--- src/sv/aat_pkg.sv ---
`timescale 1ns / 1ps

package aat_pkg;

    localparam int NUM_AXES   = 3;
    localparam int NUM_REGS   = 6;
    localparam int NUM_STAGES = 4;
    localparam int FIX_W      = 32;
    localparam int PROD_W     = 2 * FIX_W;
    localparam int PAIR_W     = PROD_W + 1;
    localparam int ACC_W      = PROD_W + 2;
    localparam int FRAC_BITS  = 16;
    localparam int SHR_W      = ACC_W - FRAC_BITS;
    localparam int REG_W      = 64;
    localparam int IDX_W      = 3;

    typedef logic signed [FIX_W-1:0]  t_fix;
    typedef logic signed [PROD_W-1:0] t_prod;
    typedef logic signed [PAIR_W-1:0] t_pair;
    typedef logic signed [ACC_W-1:0]  t_acc;
    typedef logic [REG_W-1:0]         t_reg;

    typedef enum logic [IDX_W-1:0] {
        REG_X_LO = 3'd0,
        REG_X_HI = 3'd1,
        REG_Y_LO = 3'd2,
        REG_Y_HI = 3'd3,
        REG_Z_LO = 3'd4,
        REG_Z_HI = 3'd5
    } t_reg_idx;

    localparam t_reg RST_X_LO = 64'h0000_0000_0001_0000;
    localparam t_reg RST_X_HI = 64'h0000_0000_0000_0000;
    localparam t_reg RST_Y_LO = 64'h0001_0000_0000_0000;
    localparam t_reg RST_Y_HI = 64'h0000_0000_0000_0000;
    localparam t_reg RST_Z_LO = 64'h0000_0000_0000_0000;
    localparam t_reg RST_Z_HI = 64'h0000_0000_0001_0000;

    localparam t_fix FIX_MAX = 32'sh7FFF_FFFF;
    localparam t_fix FIX_MIN = 32'sh8000_0000;

    typedef struct packed {
        logic [NUM_STAGES-1:0] en;
    } t_pipe_ctl;

endpackage

--- src/sv/aat_ctrl.sv ---
`timescale 1ns / 1ps

module aat_ctrl (
    input  logic               i_clk,
    input  logic               i_rst_n,
    input  logic               i_s_tvalid,
    output logic               o_s_tready,
    output logic               o_m_tvalid,
    input  logic               i_m_tready,
    output aat_pkg::t_pipe_ctl o_ctl
);

    logic [aat_pkg::NUM_STAGES-1:0] r_vld;
    logic [aat_pkg::NUM_STAGES-1:0] n_vld;
    logic [aat_pkg::NUM_STAGES-1:0] w_rdy;

    always_comb begin
        w_rdy[aat_pkg::NUM_STAGES-1] = !r_vld[aat_pkg::NUM_STAGES-1] || i_m_tready;
        for (int s = aat_pkg::NUM_STAGES - 2; s >= 0; s--) begin
            w_rdy[s] = !r_vld[s] || w_rdy[s+1];
        end
        n_vld = r_vld;
        if (w_rdy[0]) begin
            n_vld[0] = i_s_tvalid;
        end
        for (int s = 1; s < aat_pkg::NUM_STAGES; s++) begin
            if (w_rdy[s]) begin
                n_vld[s] = r_vld[s-1];
            end
        end
    end

    always_ff @(posedge i_clk) begin
        if (!i_rst_n) begin
            r_vld <= '0;
        end else begin
            r_vld <= n_vld;
        end
    end

    assign o_ctl.en   = w_rdy;
    assign o_s_tready = w_rdy[0];
    assign o_m_tvalid = r_vld[aat_pkg::NUM_STAGES-1];

endmodule

--- config.mk ---
export PLATFORM = sky130hd
export DESIGN_NAME = aat_ctrl
export DESIGN_NICKNAME = d
export VERILOG_FILES = /design/src/sv/aat_pkg.sv /design/src/sv/aat_ctrl.sv
export SDC_FILE = /design/constraint.sdc
export NUM_CORES = 1
export LEC_CHECK = 0
export ABC_AREA = 1
export BUFFER_PORTS_ARGS = -buffer_cell sky130_fd_sc_hd__clkbuf_2
export CAP_MARGIN = 15
export CORE_AREA = 2 2 39 41
export CTS_CLUSTER_SIZE = 10
export DETAILED_ROUTE_END_ITERATION = 8
export DIE_AREA = 0 0 41 43
export SYNTH_ARGS = -nofsm -noshare
export SYNTH_HDL_FRONTEND = slang
export SYNTH_SLANG_ARGS = --single-unit
--- constraint.sdc ---
create_clock -name i_clk -period 1.2 [get_ports i_clk]
set_clock_uncertainty 0.2 [all_clocks]
set_input_delay 0.24 -clock i_clk [delete_from_list [all_inputs] [get_ports i_clk]]
set_output_delay 0.24 -clock i_clk [all_outputs]
set_load 0.005 [all_outputs]
==> impl_metrics.tcl <==
set metrics [dict create \
    hold_path_startpoint "i_s_tvalid" \
    final_util_pct 20.2 \
    grt.total_usage_pct 6.41 \
    vertical_die_dimension_um 43 \
    clk_transition_reported_paths_ns 0.04 \
    power.switching_fraction_pct 19.8 \
    setup.reg_to_reg.worst_slack_ns -0.03 \
    seq_total_area_yosys_pct 46.0 \
    finalSetupViolCount 6 \
    power.switching_w 0.0000640 \
    vias 160 \
    failing_checks "negative setup slack" \
    min_path_cells 3 \
    yosysWarningCount 0 \
    pwr_density_cell_nw_per_um2 1160 \
    clock_power_share_pct 49.8 \
    grt_max_degree 6 \
    power.total_w 0.000323 \
    setup_ws_ns -0.206 \
    critPathArrivalTime_ns 0.97 \
    netlist_instances 20 \
    rr_endpoint "r_vld[0]$_SDFFE_PN0P_" \
    clock-sinks 4 \
    fin_crit_ns 1.41 \
    worst_reg2reg_path_startpoint "r_vld[3]$_SDFFE_PN0P_" \
    syn_nets 24 \
    crit_fanout 5 \
    seqPwrFrac_pct 44.9 \
    flip_flop_count_of_the_largest_register_after_layout 4 \
    fmaxAchievable_mhz 711 \
    place_ws_ns -0.00541 \
    grt_remaining_overflow 0 \
    via_count_of_the_first_global_routing_pass 172 \
    crit_chain "inv_2 -> nor2_4 -> nand4_4 -> clkbuf_2" \
    irDropWorstVdd_uv 230 \
    drt-wirelength-per-cell_um 7.37 \
    hold_end "r_vld[0]$_SDFFE_PN0P_" \
    syn_area_um2 174 \
    rsz0062_at_grt "yes" \
    status "finished with violations" \
    layout_commonest_cell "sky130_fd_sc_hd__clkbuf_2" \
    worst_ep_required_time_ns 0.76 \
    cts-root-buf "sky130_fd_sc_hd__clkbuf_4" \
    total_leakage_power_nw 0.131 \
    place.port_buffers 9 \
    drt-pass1-iter-count 3 \
    first_iter_violations 3 \
    reg2regPathDepth 6 \
    antenna-diode-count 0 \
    nNetsFinal 39 \
    final_cell_mix "sky130_fd_sc_hd__clkbuf_2, sky130_fd_sc_hd__inv_1, sky130_fd_sc_hd__clkbuf_4, sky130_fd_sc_hd__dfxtp_1" \
    internal-power_w 0.000259 \
    post_synth_num_cell_types 10 \
    drc 0 \
    post_route_cells_drive_above_1_share_pct 60.6 \
    cts_tree "yes" \
    floorplan.io_pins 10 \
    start_util_pct 12.6 \
    finalHoldViolations 0 \
    synth.ff_latch_count 4 \
    multi_input_area_um2 72.6 \
    standard_cell_row_count 14 \
    antenna_found_initial 0 \
    cts_buffers 3 \
    crit_path_end_kind "output port" \
    cap_viol_max_count 0 \
    max-slew-margin-rel_pct 86.5 \
    critPathMaxStageDelay_ns 0.32 \
    die-area_um2 1760 \
    worst_hold_path_type "in -> reg" \
    cts.hold.buffers_added 0 \
    finalSetupTns_ns -0.963 \
    crit_path_kind "reg -> out" \
    final_antenna_net_count 0 \
    post_cts_sizing_count 0 \
    layout.filler_cells 166 \
    detail_route.wirelength_um 361 \
    fin_cells 49 \
    max_flop_register "r_vld" \
    synth_area_per_cell_um2 8.70 \
    routed_via_density 3.27 \
    startpoint_type "flop" \
    power.combinational.fraction_pct 5.3 \
    grt_pass1_wl_um 621 \
    floorplan.core_area_um2 1380 \
    cpMaxStageDelayCell "sky130_fd_sc_hd__dfxtp_2" \
    cts_max_level 1 \
    placed_cells 45 \
    area_growth_syn_to_layout_pct 60.4 \
    slew_viol_final 0 \
    dieWidth_um 41 \
    period_share_pct 117 \
    gpl.final_weighted_congestion 0.595 \
    worstMarginPinSlew_ns 0.203 \
    clkLatencyLatePin_ns 0.23 \
    layout_top_registers "r_vld: 4 flops" \
    cts_buffer_depth 2 \
    register_cell_area_after_layout_um2 81.3 \
]
==> synth_stat cells, drive strengths merged <==
cell type	instances	area (um^2)
a21oi	3	18.8
nand3	1	10.0
dfxtp	4	80.1
inv	6	22.5
buf	1	7.51
nor2	3	18.8
nand2	1	3.75
nand4	1	12.5
==> kinds of logic (layout without fill, tap and decap cells) <==
| logic type | count (synthesis) | in the layout | synth area share (%) |
|---|---|---|---|
| AOI/OAI and AO/OA | 3 | 3 | 10.8 |
| and+or+nand+nor | 6 | 6 | 25.9 |
| buffers and inverters | 7 | 20 | 17.3 |
| DFF | 4 | 4 | 46.0 |
==> metal layers <==
metal	GRT usage [%]	vias to the layer above	share of wire, %	routed length [um]
li1	-	88	-	-
met1	4.47	66	32	116
met2	8.13	6	56	201
met3	6.28	0	12	43
met4	8.00	0	0	0
met5	0	-	0	0
==> stage by stage <==
| stage | area, um^2 | hold WS, ns |
|---|---|---|
| finish | 279 | 0.0351 |
| global route | 279 | 0.0381 |
| CTS | 279 | 0.0259 |
| detailed placement | 249 | 0.278 |
| global placement | 249 | 0.271 |
| floorplan | 188 | 0.184 |
==> worst max path at each step <==
stage,slack (ns),start,depth (start not counted),end
global placement,0.02,r_vld[3]$_SDFFE_PN0P_,4,o_s_tready
floorplan,-0.005,r_vld[3]$_SDFFE_PN0P_,4,o_ctl[0]
detailed placement,-0.005,r_vld[3]$_SDFFE_PN0P_,4,o_s_tready
CTS,-0.24,r_vld[3]$_SDFFE_PN0P_,4,o_s_tready
global route,-0.29,r_vld[3]$_SDFFE_PN0P_,4,o_ctl[0]
finish,-0.21,r_vld[3]$_SDFFE_PN0P_,4,o_s_tready
==> power groups by stage <==
stage | sequential [W] | clock (W) | combinational [W]
floorplan | 0.000146 | 0 | 0.00000934
global placement | 0.000147 | 0 | 0.0000174
detailed placement | 0.000147 | 0 | 0.0000175
CTS | 0.000145 | 0.000174 | 0.0000175
global route | 0.000145 | 0.000181 | 0.0000194
finish | 0.000145 | 0.000161 | 0.0000170
==> worst max-delay path: cells and delay by family (launching register included) <==
kind / cells / cell delay, ns
buf+inv: 2 / 0.17
flops: 1 / 0.32
simple gates: 2 / 0.25
==> layout make-up <==
class / instances / area share, %
clock buffer: 3 / 8.07
multi-input combinational: 9 / 26.0
timing repair buffer: 11 / 21.5
sequential: 4 / 29.1
inverter: 6 / 8.07
tap: 16 / 7.17
==> timing repair <==
item,in CTS,in global routing
endpoints found under the setup margin,5,6
setup buffers,1,0
endpoints found under the hold margin,0,0
pin swaps,1,0
Note: power is estimated with default switching activity, not from simulation.
