File: src/sv/aat_pkg.sv
`timescale 1ns / 1ps

package aat_pkg;

    localparam int NUM_AXES   = 3;
    localparam int NUM_REGS   = 6;
    localparam int NUM_STAGES = 4;
    localparam int FIX_W      = 32;
    localparam int PROD_W     = 2 * FIX_W;
    localparam int PAIR_W     = PROD_W + 1;
    localparam int ACC_W      = PROD_W + 2;
    localparam int FRAC_BITS  = 16;
    localparam int SHR_W      = ACC_W - FRAC_BITS;
    localparam int REG_W      = 64;
    localparam int IDX_W      = 3;

    typedef logic signed [FIX_W-1:0]  t_fix;
    typedef logic signed [PROD_W-1:0] t_prod;
    typedef logic signed [PAIR_W-1:0] t_pair;
    typedef logic signed [ACC_W-1:0]  t_acc;
    typedef logic [REG_W-1:0]         t_reg;

    typedef enum logic [IDX_W-1:0] {
        REG_X_LO = 3'd0,
        REG_X_HI = 3'd1,
        REG_Y_LO = 3'd2,
        REG_Y_HI = 3'd3,
        REG_Z_LO = 3'd4,
        REG_Z_HI = 3'd5
    } t_reg_idx;

    localparam t_reg RST_X_LO = 64'h0000_0000_0001_0000;
    localparam t_reg RST_X_HI = 64'h0000_0000_0000_0000;
    localparam t_reg RST_Y_LO = 64'h0001_0000_0000_0000;
    localparam t_reg RST_Y_HI = 64'h0000_0000_0000_0000;
    localparam t_reg RST_Z_LO = 64'h0000_0000_0000_0000;
    localparam t_reg RST_Z_HI = 64'h0000_0000_0001_0000;

    localparam t_fix FIX_MAX = 32'sh7FFF_FFFF;
    localparam t_fix FIX_MIN = 32'sh8000_0000;

    typedef struct packed {
        logic [NUM_STAGES-1:0] en;
    } t_pipe_ctl;

endpackage

File: src/sv/aat_cfg.sv
`timescale 1ns / 1ps

module aat_cfg (
    input  logic                        i_clk,
    input  logic                        i_rst_n,
    input  logic                        i_wr,
    input  logic [aat_pkg::IDX_W-1:0]   i_idx,
    input  aat_pkg::t_reg               i_data,
    output aat_pkg::t_fix               o_coef [aat_pkg::NUM_AXES][aat_pkg::NUM_AXES],
    output aat_pkg::t_fix               o_trans [aat_pkg::NUM_AXES]
);

    aat_pkg::t_reg r_reg [aat_pkg::NUM_REGS];

    always_ff @(posedge i_clk) begin
        if (!i_rst_n) begin
            r_reg[aat_pkg::REG_X_LO] <= aat_pkg::RST_X_LO;
            r_reg[aat_pkg::REG_X_HI] <= aat_pkg::RST_X_HI;
            r_reg[aat_pkg::REG_Y_LO] <= aat_pkg::RST_Y_LO;
            r_reg[aat_pkg::REG_Y_HI] <= aat_pkg::RST_Y_HI;
            r_reg[aat_pkg::REG_Z_LO] <= aat_pkg::RST_Z_LO;
            r_reg[aat_pkg::REG_Z_HI] <= aat_pkg::RST_Z_HI;
        end else if (i_wr) begin
            case (aat_pkg::t_reg_idx'(i_idx))
                aat_pkg::REG_X_LO: r_reg[aat_pkg::REG_X_LO] <= i_data;
                aat_pkg::REG_X_HI: r_reg[aat_pkg::REG_X_HI] <= i_data;
                aat_pkg::REG_Y_LO: r_reg[aat_pkg::REG_Y_LO] <= i_data;
                aat_pkg::REG_Y_HI: r_reg[aat_pkg::REG_Y_HI] <= i_data;
                aat_pkg::REG_Z_LO: r_reg[aat_pkg::REG_Z_LO] <= i_data;
                aat_pkg::REG_Z_HI: r_reg[aat_pkg::REG_Z_HI] <= i_data;
                default: ;
            endcase
        end
    end

    // per axis: lo word holds coefficients 0 and 1, hi word holds coefficient 2 and translation
    for (genvar a = 0; a < aat_pkg::NUM_AXES; a++) begin : g_axis
        assign o_coef[a][0] = r_reg[2*a][31:0];
        assign o_coef[a][1] = r_reg[2*a][63:32];
        assign o_coef[a][2] = r_reg[2*a+1][31:0];
        assign o_trans[a]   = r_reg[2*a+1][63:32];
    end

endmodule

File: config.mk
export PLATFORM = sky130hd
export DESIGN_NAME = aat_cfg
export DESIGN_NICKNAME = d
export VERILOG_FILES = /design/src/sv/aat_pkg.sv /design/src/sv/aat_cfg.sv
export SDC_FILE = /design/constraint.sdc
export NUM_CORES = 1
export LEC_CHECK = 0
export ABC_AREA = 1
export BUFFER_PORTS_ARGS = -buffer_cell sky130_fd_sc_hd__clkbuf_2
export CAP_MARGIN = 15
export CORE_UTILIZATION = 40
export CTS_BUF_LIST = sky130_fd_sc_hd__clkbuf_8
export CTS_CLUSTER_SIZE = 28
export DETAILED_ROUTE_END_ITERATION = 12
export GPL_TIMING_DRIVEN = 0
export HOLD_SLACK_MARGIN = 0.05
export PLACE_DENSITY = 0.66
export SYNTH_ARGS = -nofsm -noshare
export SYNTH_HDL_FRONTEND = slang
export SYNTH_SLANG_ARGS = --single-unit
File: constraint.sdc
create_clock -name i_clk -period 14.7 [get_ports i_clk]
set_input_delay 2.94 -clock i_clk [delete_from_list [all_inputs] [get_ports i_clk]]
set_output_delay 2.94 -clock i_clk [all_outputs]
set_load 0.1 [all_outputs]
==> results of run 1 <==
## routing by layer
layer  track usage [%]  part of all wire (%)  vias up
met5                 0                     0        -
met4              10.0                   3.9        0
met3              5.58                   8.8       96
met2              37.9                    50      506
met1              25.8                    37     4385
li1                  -                     -     4098
## area by class of cell
class | instances | area (um^2) | area share, %
timing repair buffer | 461 | 2460 | 13.9
multi-input combinational | 407 | 1640 | 9.29
buffer | 38 | 155 | 0.877
inverter | 70 | 263 | 1.49
clock buffer | 63 | 867 | 4.90
clock inverter | 49 | 221 | 1.25
tap | 442 | 553 | 3.13
sequential | 384 | 11500 | 65.2
## power groups by stage
stage,clock network (mW),logic [mW],registers [mW]
after CTS,0.835,0.694,1.30
final,0.822,0.691,1.30
after detailed placement,0,0.693,1.32
after floorplan,0,0.0400,1.86
after global routing,0.872,0.705,1.31
after global placement,0,0.682,1.33
## kinds of logic after synthesis
logic type,after synthesis,share of synthesized area (%)
simple gates,404,11.6
flops,384,85.2
buf+inv,108,3.09
compound gates,3,0.111
## path summary, 6_finish.rpt
path / start / to / slack [ns] / cells after the start
setup / recovery: r_reg[5][59]$_SDFFCE_PN0P_ / o_trans[27] / 10.27 / 1
hold / removal: i_data[15] / r_reg[5][15]$_SDFFCE_PN0P_ / 2.69 / 3
## synthesized netlist by cell type
| library cell | number |
|---|---|
| nand2_1 | 10 |
| nand4_1 | 3 |
| inv_2 | 3 |
| clkbuf_1 | 30 |
| inv_1 | 67 |
| buf_2 | 7 |
| nor2_1 | 381 |
| nand3_1 | 1 |
| o21ai_0 | 3 |
| buf_4 | 1 |
| nand3_2 | 5 |
| edfxtp_1 | 384 |
| nor2_2 | 3 |
| nor2_4 | 1 |
## cell usage in the layout, fill, tap and decap left out, drive strengths merged
cell type / instances
nand4: 3
inv: 96
nand3: 6
edfxtp: 384
buf: 17
clkbuf: 545
clkinv: 21
clkinvlp: 1
bufinv: 1
o21ai: 3
nand2: 10
nor2: 385
## metrics by stage
step | utilization (%) | total power, mW
2_1_floorplan | - | 1.90
5_1_grt | 53.7 | 2.88
3_5_place_dp | 50.4 | 2.02
4_1_cts | 53.7 | 2.83
6_report | 53.7 | 2.81
3_3_place_gp | 49.6 | 2.02
==> summary.md, run 1 <==
| Metric | Value |
|---|---|
| Yosys Warn Count | `0` |
| Synth-to-Final Area Change | `30.7%` |
| Mapped Area | `13500 um^2` |
| CTS tree | `yes` |
| Post-CTS setup buffer count | `0` |
| Share of cells above drive strength 1 | `37.9%` |
| Reg clk slew, reported paths | `approximately 0.060 ns` |
| Fillers | `2780` |
| RePlAce Congestion | `around 0.77` |
| CP Capture Type | `output pin` |
| Placed Cells | `approximately 1.8k` |
| Switch share | `37.7%` |
| Synthesized instance count | `899` |
| Initial Utilization | `just over 40%` |
| Synth area leaders | `edfxtp_1 (85%), nor2_1 (11%), inv_1 (1.9%)` |
| Largest net degree at the start of global routing | `48` |
| Power share of the combinational group | `between 20% and 30%` |
| Fin crit share | `30.1%` |
| Die H | `186 um` |
| H-Tree Depth | `2` |
| # resized after CTS | `0` |
| Nets@finish | `roughly 1.5k` |
| Via density | `4.75` |
| CP startpoint kind | `flop` |
| RSZ-0062 raised after global routing | `no` |
| Max-slew headroom | `31.4%` |
| Port bufs | `452` |
| Max cap viols | `0` |
| Final setup violation count | `0` |
| CP max FO | `1` |
| Slew Viols, Final | `0` |
| Sequential share of power | `46.2%` |
| Slew of the pin with the lowest slew margin | `1.03 ns` |
| Inserted Diodes | `0` |
| Worst Slack Setup Final | `10.27 ns` |
| Maximum clock frequency | `0.226 GHz` |
| Largest register FFs | `384` |
| Post-DRT Antenna Nets | `0` |
| WL/cell | `around 21 um` |
| Core Rows | `66` |
| Placed cell area | `~17000 um^2` |
| Min Tclk post-route | `4.43 ns` |
| Top Family by Delay on Critical Path | `buffers and inverters` |
| Worst Hold Class | `input pin to flop` |
| Die ar. | `34600 um^2` |
| Register bit total from synthesis | `384` |
| GR Util All Layers | `22.0%` |
| Syn Area/Cell | `15.1 um^2` |
| Switching Power | `1.06 mW` |
| Slowest CP cell | `clkbuf_2` |
| Synth top area share | `85.2%` |
| Sequential-to-total area share from yosys stat | `85.2%` |
| Num CTS Buffers | `61` |
| Post-DP HPWL | `26900 um` |
| Hold Vio Cnt, Final | `0` |
| Drt first-iter violations | `669` |
| Crit path kind | `flop to output pin` |
| Leakage power | `7.69 nW` |
| Synth unique cells | `14` |
| Number of global-route vias before repair | `just under 9k` |
| Grt total ovfl | `0` |
| Clock power share | `29.2%` |
| Worst hold slack | `2.69 ns` |
| Setup TNS | `0 ns` |
| Total internal power | `about 1.8 mW` |
| Drt pass-1 iters | `5` |
| Antenna violations before repair | `0` |
| Critical path, cell by cell | `clkbuf_2` |
| Die width | `186 um` |
| PD cells | `159 nW/um^2` |
| Outcome | `completed` |
| Hold buffer count at cts | `0` |
| Num Clock Sinks | `~380` |
| Worst Path Buf+Inv | `1` |
| Arr. time, crit path | `around 1.5 ns` |
| Drt drc | `0` |
| Max clock buf depth | `3` |
| VDD IR max | `0.0860 mV` |
| Top cell type by total area after synthesis | `edfxtp_1` |
| Io pins | `454` |
| First-pass GRT wire length | `54400 um` |
| Final instance area | `17700 um^2` |
| Final wirelength | `39300 um` |
| Pre-CTS WS | `between 9 and 10 ns` |
| Final non-filler cell total | `1914` |
| Syn nets | `969` |
| Worst Path Required | `11.76 ns` |
| Slowest stage delay, CP | `about 0.48 ns` |
| Core ar. | `about 33000 um^2` |
| Vias post-DR | `9085` |
| Root buffer cell | `clkbuf_8` |
No activity file was read; power rests on OpenSTA's default activity.
==> inputs of run 2 (changes only) <==
Clock period 14.7 ns to 4.2 ns, I/O delays scaled along.
==> summary.md, run 2 (synthesis results as in run 1) <==
| Metric | Value |
|---|---|
| RePlAce Congestion | `0.816 (+6.1%)` |
| Core Rows | `66 (unchanged)` |
| Drt first-iter violations | `691 (+3.3%)` |
| Grt total ovfl | `0 (unchanged)` |
| Root buffer cell | `clkbuf_8` |
| Largest net degree at the start of global routing | `55 (+15%)` |
| Placed cell area | `16700 um^2 (+0.59%)` |
| Post-DRT Antenna Nets | `0 (unchanged)` |
| Post-DP HPWL | `27100 um (+0.68%)` |
| Final wirelength | `39000 um (-0.85%)` |
| Die ar. | `34600 um^2 (unchanged)` |
| Largest register FFs | `384 (unchanged)` |
| Via density | `4.77 (+0.47%)` |
| Post-CTS setup buffer count | `0 (unchanged)` |
| Initial Utilization | `41.1% (unchanged)` |
| Switch share | `37.8% (+0.11 points)` |
| Sequential share of power | `46.8% (+0.6 points)` |
| Number of global-route vias before repair | `9014 (+2.0%)` |
| Leakage power | `7.69 nW (about the same)` |
| Top Family by Delay on Critical Path | `buffers and inverters` |
| Io pins | `454 (unchanged)` |
| Share of cells above drive strength 1 | `37.9% (about the same)` |
| Most frequent cells in the layout | `clkbuf_2 (452), edfxtp_1 (384), nor2_1 (381)` |
| PD cells | `548 nW/um^2 (+240%)` |
| Total internal power | `6.04 mW (+240%)` |
| Core Util, Final | `53.8% (+0.095 points)` |
| Final setup violation count | `0 (unchanged)` |
| Die width | `186 um (unchanged)` |
| Placed Cells | `1805 (+0.17%)` |
| CP startpoint | `r_reg[2][55]$_SDFFCE_PN0P_` |
| Num Clock Sinks | `384 (unchanged)` |
| # resized after CTS | `0 (unchanged)` |
| Drt pass-1 iters | `5 (unchanged)` |
| VDD IR max | `0.307 mV (+260%)` |
| Worst Path Required | `3.36 ns (-8.40 ns)` |
| CP max FO | `1 (unchanged)` |
| Setup TNS | `0 ns (unchanged)` |
| Synth-to-Final Area Change | `30.9%` |
| Num CTS Buffers | `59 (-3.3%)` |
| Switching Power | `3.67 mW (+250%)` |
| Clock power share | `28.1% (-1.1 points)` |
| Slowest stage delay, CP | `0.48 ns (about the same)` |
| CP startpoint kind | `flop` |
| Slowest CP cell | `clkbuf_2` |
| Hold_sp | `i_data[9]` |
| CP Capture Type | `output pin` |
| Fin crit share | `approximately 54%` |
| Vias post-DR | `9113 (+0.31%)` |
| First-pass GRT wire length | `54600 um (+0.43%)` |
| Worst hold slack | `0.628 ns (-2.07 ns)` |
| Power share of the combinational group | `25.0% (+0.4 points)` |
| Outcome | `completed` |
| Maximum clock frequency | `0.442 GHz` |
| Final non-filler cell total | `1911 (-0.16%)` |
| Fillers | `2804 (+0.86%)` |
| GR Util All Layers | `21.9% (-0.11 points)` |
| Min Tclk post-route | `2.26 ns` |
| Most common cell after layout, fill and taps aside | `clkbuf_2` |
| Final instance area | `17700 um^2 (+0.18%)` |
| Slew Viols, Final | `0 (unchanged)` |
| CTS tree | `yes` |
| RSZ-0062 raised after global routing | `no` |
| Drt drc | `0 (unchanged)` |
| Hold buffer count at cts | `0 (unchanged)` |
| Port bufs | `452 (unchanged)` |
| Max-slew headroom | `46.6% (+15 points)` |
| Max clock buf depth | `3 (unchanged)` |
| Reg clk slew, reported paths | `0.07 ns (about the same)` |
| Critical path, cell by cell | `clkbuf_2` |
| Nets@finish | `1494 (+0.067%)` |
| Crit path kind | `flop to output pin` |
| Max cap viols | `0 (unchanged)` |
| Core ar. | `32900 um^2 (unchanged)` |
| Worst Hold Class | `input pin to flop` |
| Slew of the pin with the lowest slew margin | `0.798 ns (-0.227 ns)` |
| Inserted Diodes | `0 (unchanged)` |
| WL/cell | `20.4 um (-0.70%)` |
| Arr. time, crit path | `1.42 ns (-0.07 ns)` |
| Die H | `186 um (unchanged)` |
| Antenna violations before repair | `0 (unchanged)` |
| Worst Path Buf+Inv | `1 (unchanged)` |
| Hold Vio Cnt, Final | `0 (unchanged)` |
| H-Tree Depth | `2 (unchanged)` |
[run 2: cell types whose count changed in the layout (fill, tap and decap cells not counted)]
cell / delta
buf_16: +5
buf_12: -2
clkbuf_8: -2
clkinv_2: -2
bufinv_16: -1
clkinv_1: -1
clkinv_4: +1
inv_1: -1
[run 2: layout make-up]
class | count | area, um^2 | area share [%]
Clock inverter | 45 | 183 | 1.03
Clock buffer | 61 | 840 | 4.74
Tap cell | 442 | 553 | 3.12
Timing Repair Buffer | 464 | 2550 | 14.4
Multi-Input combinational cell | 407 | 1640 | 9.27
Buffer | 38 | 155 | 0.875
Inverter | 70 | 263 | 1.48
Sequential cell | 384 | 11500 | 65.1
[run 2: power by group through the flow]
stage | registers [mW] | clock network [mW] | logic (mW)
detailed placement | 4.63 | 0 | 2.44
global placement | 4.65 | 0 | 2.39
CTS | 4.55 | 2.78 | 2.44
floorplan | 6.50 | 0 | 0.141
global route | 4.57 | 2.93 | 2.48
finish | 4.55 | 2.73 | 2.43
[run 2: worst min-delay path: stages]
cell,delay (ns)
clkbuf_2,0.07
inv_1,0.08
nor2_1,0.10
[run 2: per-layer routing]
| metal | share of wire, % | wire [um] | track usage [%] | vias to the layer above |
|---|---|---|---|---|
| met4 | 3.6 | 1410 | 9.28 | 0 |
| li1 | - | - | - | 4093 |
| met3 | 9.1 | 3550 | 5.54 | 90 |
| met2 | 49 | 19100 | 36.8 | 521 |
| met1 | 38 | 14900 | 26.8 | 4409 |
| met5 | 0 | 0 | 0 | - |
[run 2: final timing paths]
path | endpoint | slack (ns) | cells after the start
hold / removal | r_reg[1][9]$_SDFFCE_PN0P_ | 0.63 | 3
setup / recovery | o_coef[151] | 1.94 | 1
[run 2: through the flow]
stage / setup WS (ns) / power [mW]
floorplan: -0.103 / 6.64
global placement: -2.90 / 7.04
detailed placement: 1.33 / 7.06
CTS: 1.89 / 9.77
global route: 1.87 / 9.98
finish: 1.94 / 9.71
==> inputs of run 3 (changes only) <==
Settings changed: PLACE_DENSITY 0.66 to 0.68.
Clock period 4.2 ns to 1.97 ns, I/O delays scaled along.
==> summary.md, run 3 (synthesis results as in run 1) <==
| Metric | Value |
|---|---|
| Most frequent cells in the layout | `clkbuf_2 (452), edfxtp_1 (384), nor2_1 (381)` |
| Synth-to-Final Area Change | `31.3%` |
| Antenna violations before repair | `0 (unchanged)` |
| Largest register FFs | `384 (unchanged)` |
| First-pass GRT wire length | `54000 um (-1.1%)` |
| Switching Power | `7.89 mW (+120%)` |
| Worst Path Buf+Inv | `1 (unchanged)` |
| Hold Vio Cnt, Final | `0 (unchanged)` |
| Power Total | `20.9 mW (+110%)` |
| Drt pass-1 iters | `5 (unchanged)` |
| Reg clk slew, reported paths | `0.06 ns (about the same)` |
| Slew of the pin with the lowest slew margin | `0.994 ns (+0.196 ns)` |
| Placed Cells | `1803 (-0.11%)` |
| Final non-filler cell total | `1916 (+0.26%)` |
| # resized after CTS | `0 (unchanged)` |
| Switch share | `37.8% (about the same)` |
| Worst Hold Class | `input pin to flop` |
| Num CTS Buffers | `61 (+3.4%)` |
| Number of global-route vias before repair | `8771 (-2.7%)` |
| Worst Path Required | `1.58 ns (-1.78 ns)` |
| RePlAce Congestion | `0.793 (-2.8%)` |
| H-Tree Depth | `2 (unchanged)` |
| Core Rows | `66 (unchanged)` |
| Outcome | `completed` |
| CP Capture Type | `output pin` |
| Io pins | `454 (unchanged)` |
| PD cells | `1170 nW/um^2 (+110%)` |
| Min Tclk post-route | `1.82 ns` |
| Port bufs | `452 (unchanged)` |
| VDD IR max | `0.682 mV (+120%)` |
| Post-DRT Antenna Nets | `0 (unchanged)` |
| WL/cell | `20.1 um (-1.4%)` |
| Vias post-DR | `9083 (-0.33%)` |
| Post-CTS setup buffer count | `0 (unchanged)` |
| Via density | `4.74 (-0.59%)` |
| CP max FO | `1 (unchanged)` |
| Most common cell after layout, fill and taps aside | `clkbuf_2` |
| Die ar. | `34600 um^2 (unchanged)` |
| Initial Utilization | `41.1% (unchanged)` |
| Top Family by Delay on Critical Path | `buffers and inverters` |
| Drt first-iter violations | `606 (-12%)` |
| Slew Viols, Final | `0 (unchanged)` |
| Largest net degree at the start of global routing | `44 (-20%)` |
| Arr. time, crit path | `1.43 ns (about the same)` |
| Sequential share of power | `46.5% (-0.3 points)` |
| CP startpoint kind | `flop` |
| Max cap viols | `0 (unchanged)` |
| Grt total ovfl | `0 (unchanged)` |
| Crit path kind | `flop to output pin` |
| RSZ-0062 raised after global routing | `no` |
| Post-DP HPWL | `26400 um (-2.3%)` |
| Clock power share | `28.7% (+0.6 points)` |
| Worst hold slack | `0.182 ns (-0.446 ns)` |
| Drt drc | `0 (unchanged)` |
| Max-slew headroom | `33.5% (-13 points)` |
| Critical path, cell by cell | `clkbuf_2` |
| Max clock buf depth | `3 (unchanged)` |
| Hold buffer count at cts | `0 (unchanged)` |
| Slowest CP cell | `clkbuf_2` |
| Die H | `186 um (unchanged)` |
| Maximum clock frequency | `0.549 GHz` |
| GR Util All Layers | `21.6% (-0.35 points)` |
| Power share of the combinational group | `24.8% (-0.2 points)` |
| Root buffer cell | `clkbuf_8` |
| Share of cells above drive strength 1 | `38.4% (+0.48 points)` |
| CTS tree | `yes` |
| Leakage power | `7.70 nW (about the same)` |
| Total internal power | `13.0 mW (+110%)` |
| Nets@finish | `1494 (unchanged)` |
| Fin crit share | `roughly 90%` |
| Die width | `186 um (unchanged)` |
| Final wirelength | `38500 um (-1.2%)` |
| Num Clock Sinks | `384 (unchanged)` |
| Inserted Diodes | `0 (unchanged)` |
| Slowest stage delay, CP | `0.47 ns (about the same)` |
| Final setup violation count | `0 (unchanged)` |
| Core ar. | `32900 um^2 (unchanged)` |
==> run 3: changes by cell type in the layout (fill, tap and decap cells not counted), moves of 2 or more <==
cell,change
clkinv_2,+6
inv_1,-5
buf_16,-3
clkinv_1,+3
clkbuf_8,+2
inv_16,+2
nand2_1,-2
nand2_8,+2
==> run 3: worst paths after layout <==
check                                        end  cells after the start                  startpoint  slack (ns)
worst max-delay path                 o_coef[153]                      1  r_reg[2][57]$_SDFFCE_PN0P_        0.15
worst min-delay path  r_reg[2][15]$_SDFFCE_PN0P_                      3                  i_data[15]        0.18
==> run 3: layer usage <==
metal  vias to the layer above  track usage, %  share of wire, %
met1                      4440            26.2                38
met5                         -               0                 0
met2                       451            37.0                50
li1                       4106               -                 -
met3                        86            5.07               8.3
met4                         0            8.56               3.1
==> run 3: area by class of cell <==
cell class / instances / area, um^2
Buffer: 38 / 155
Clock buffer: 63 / 867
Clock inverter: 50 / 209
Fill cell: 2788 / 15200
Inverter: 70 / 295
Multi-Input combinational cell: 407 / 1680
Sequential cell: 384 / 11500
Tap cell: 442 / 553
Timing Repair Buffer: 462 / 2490
==> run 3: power by group through the flow <==
stage	Sequential [mW]	Combinational [mW]	Clock, mW
global route	9.74	5.28	6.41
floorplan	13.8	0.316	0
global placement	9.89	5.10	0
CTS	9.70	5.20	6.08
finish	9.69	5.18	6.00
detailed placement	9.86	5.19	0
==> run 3: worst min-delay path, cell delays in order <==
cell and delay, ns:
clkbuf_2 0.08, inv_1 0.08, nor2_1 0.10
==> run 3: metrics by stage <==
step	area (um^2)	worst slack (ns)	TNS, ns	utilization, %
after floorplan	13600	-0.600	-117.62	-
after global placement	16400	-2.01	-619.62	49.9
after detailed placement	16700	-0.348	-57.01	50.7
after CTS	17800	0.114	0	54.0
after global routing	17800	0.0971	0	54.0
final	17800	0.149	0	54.0
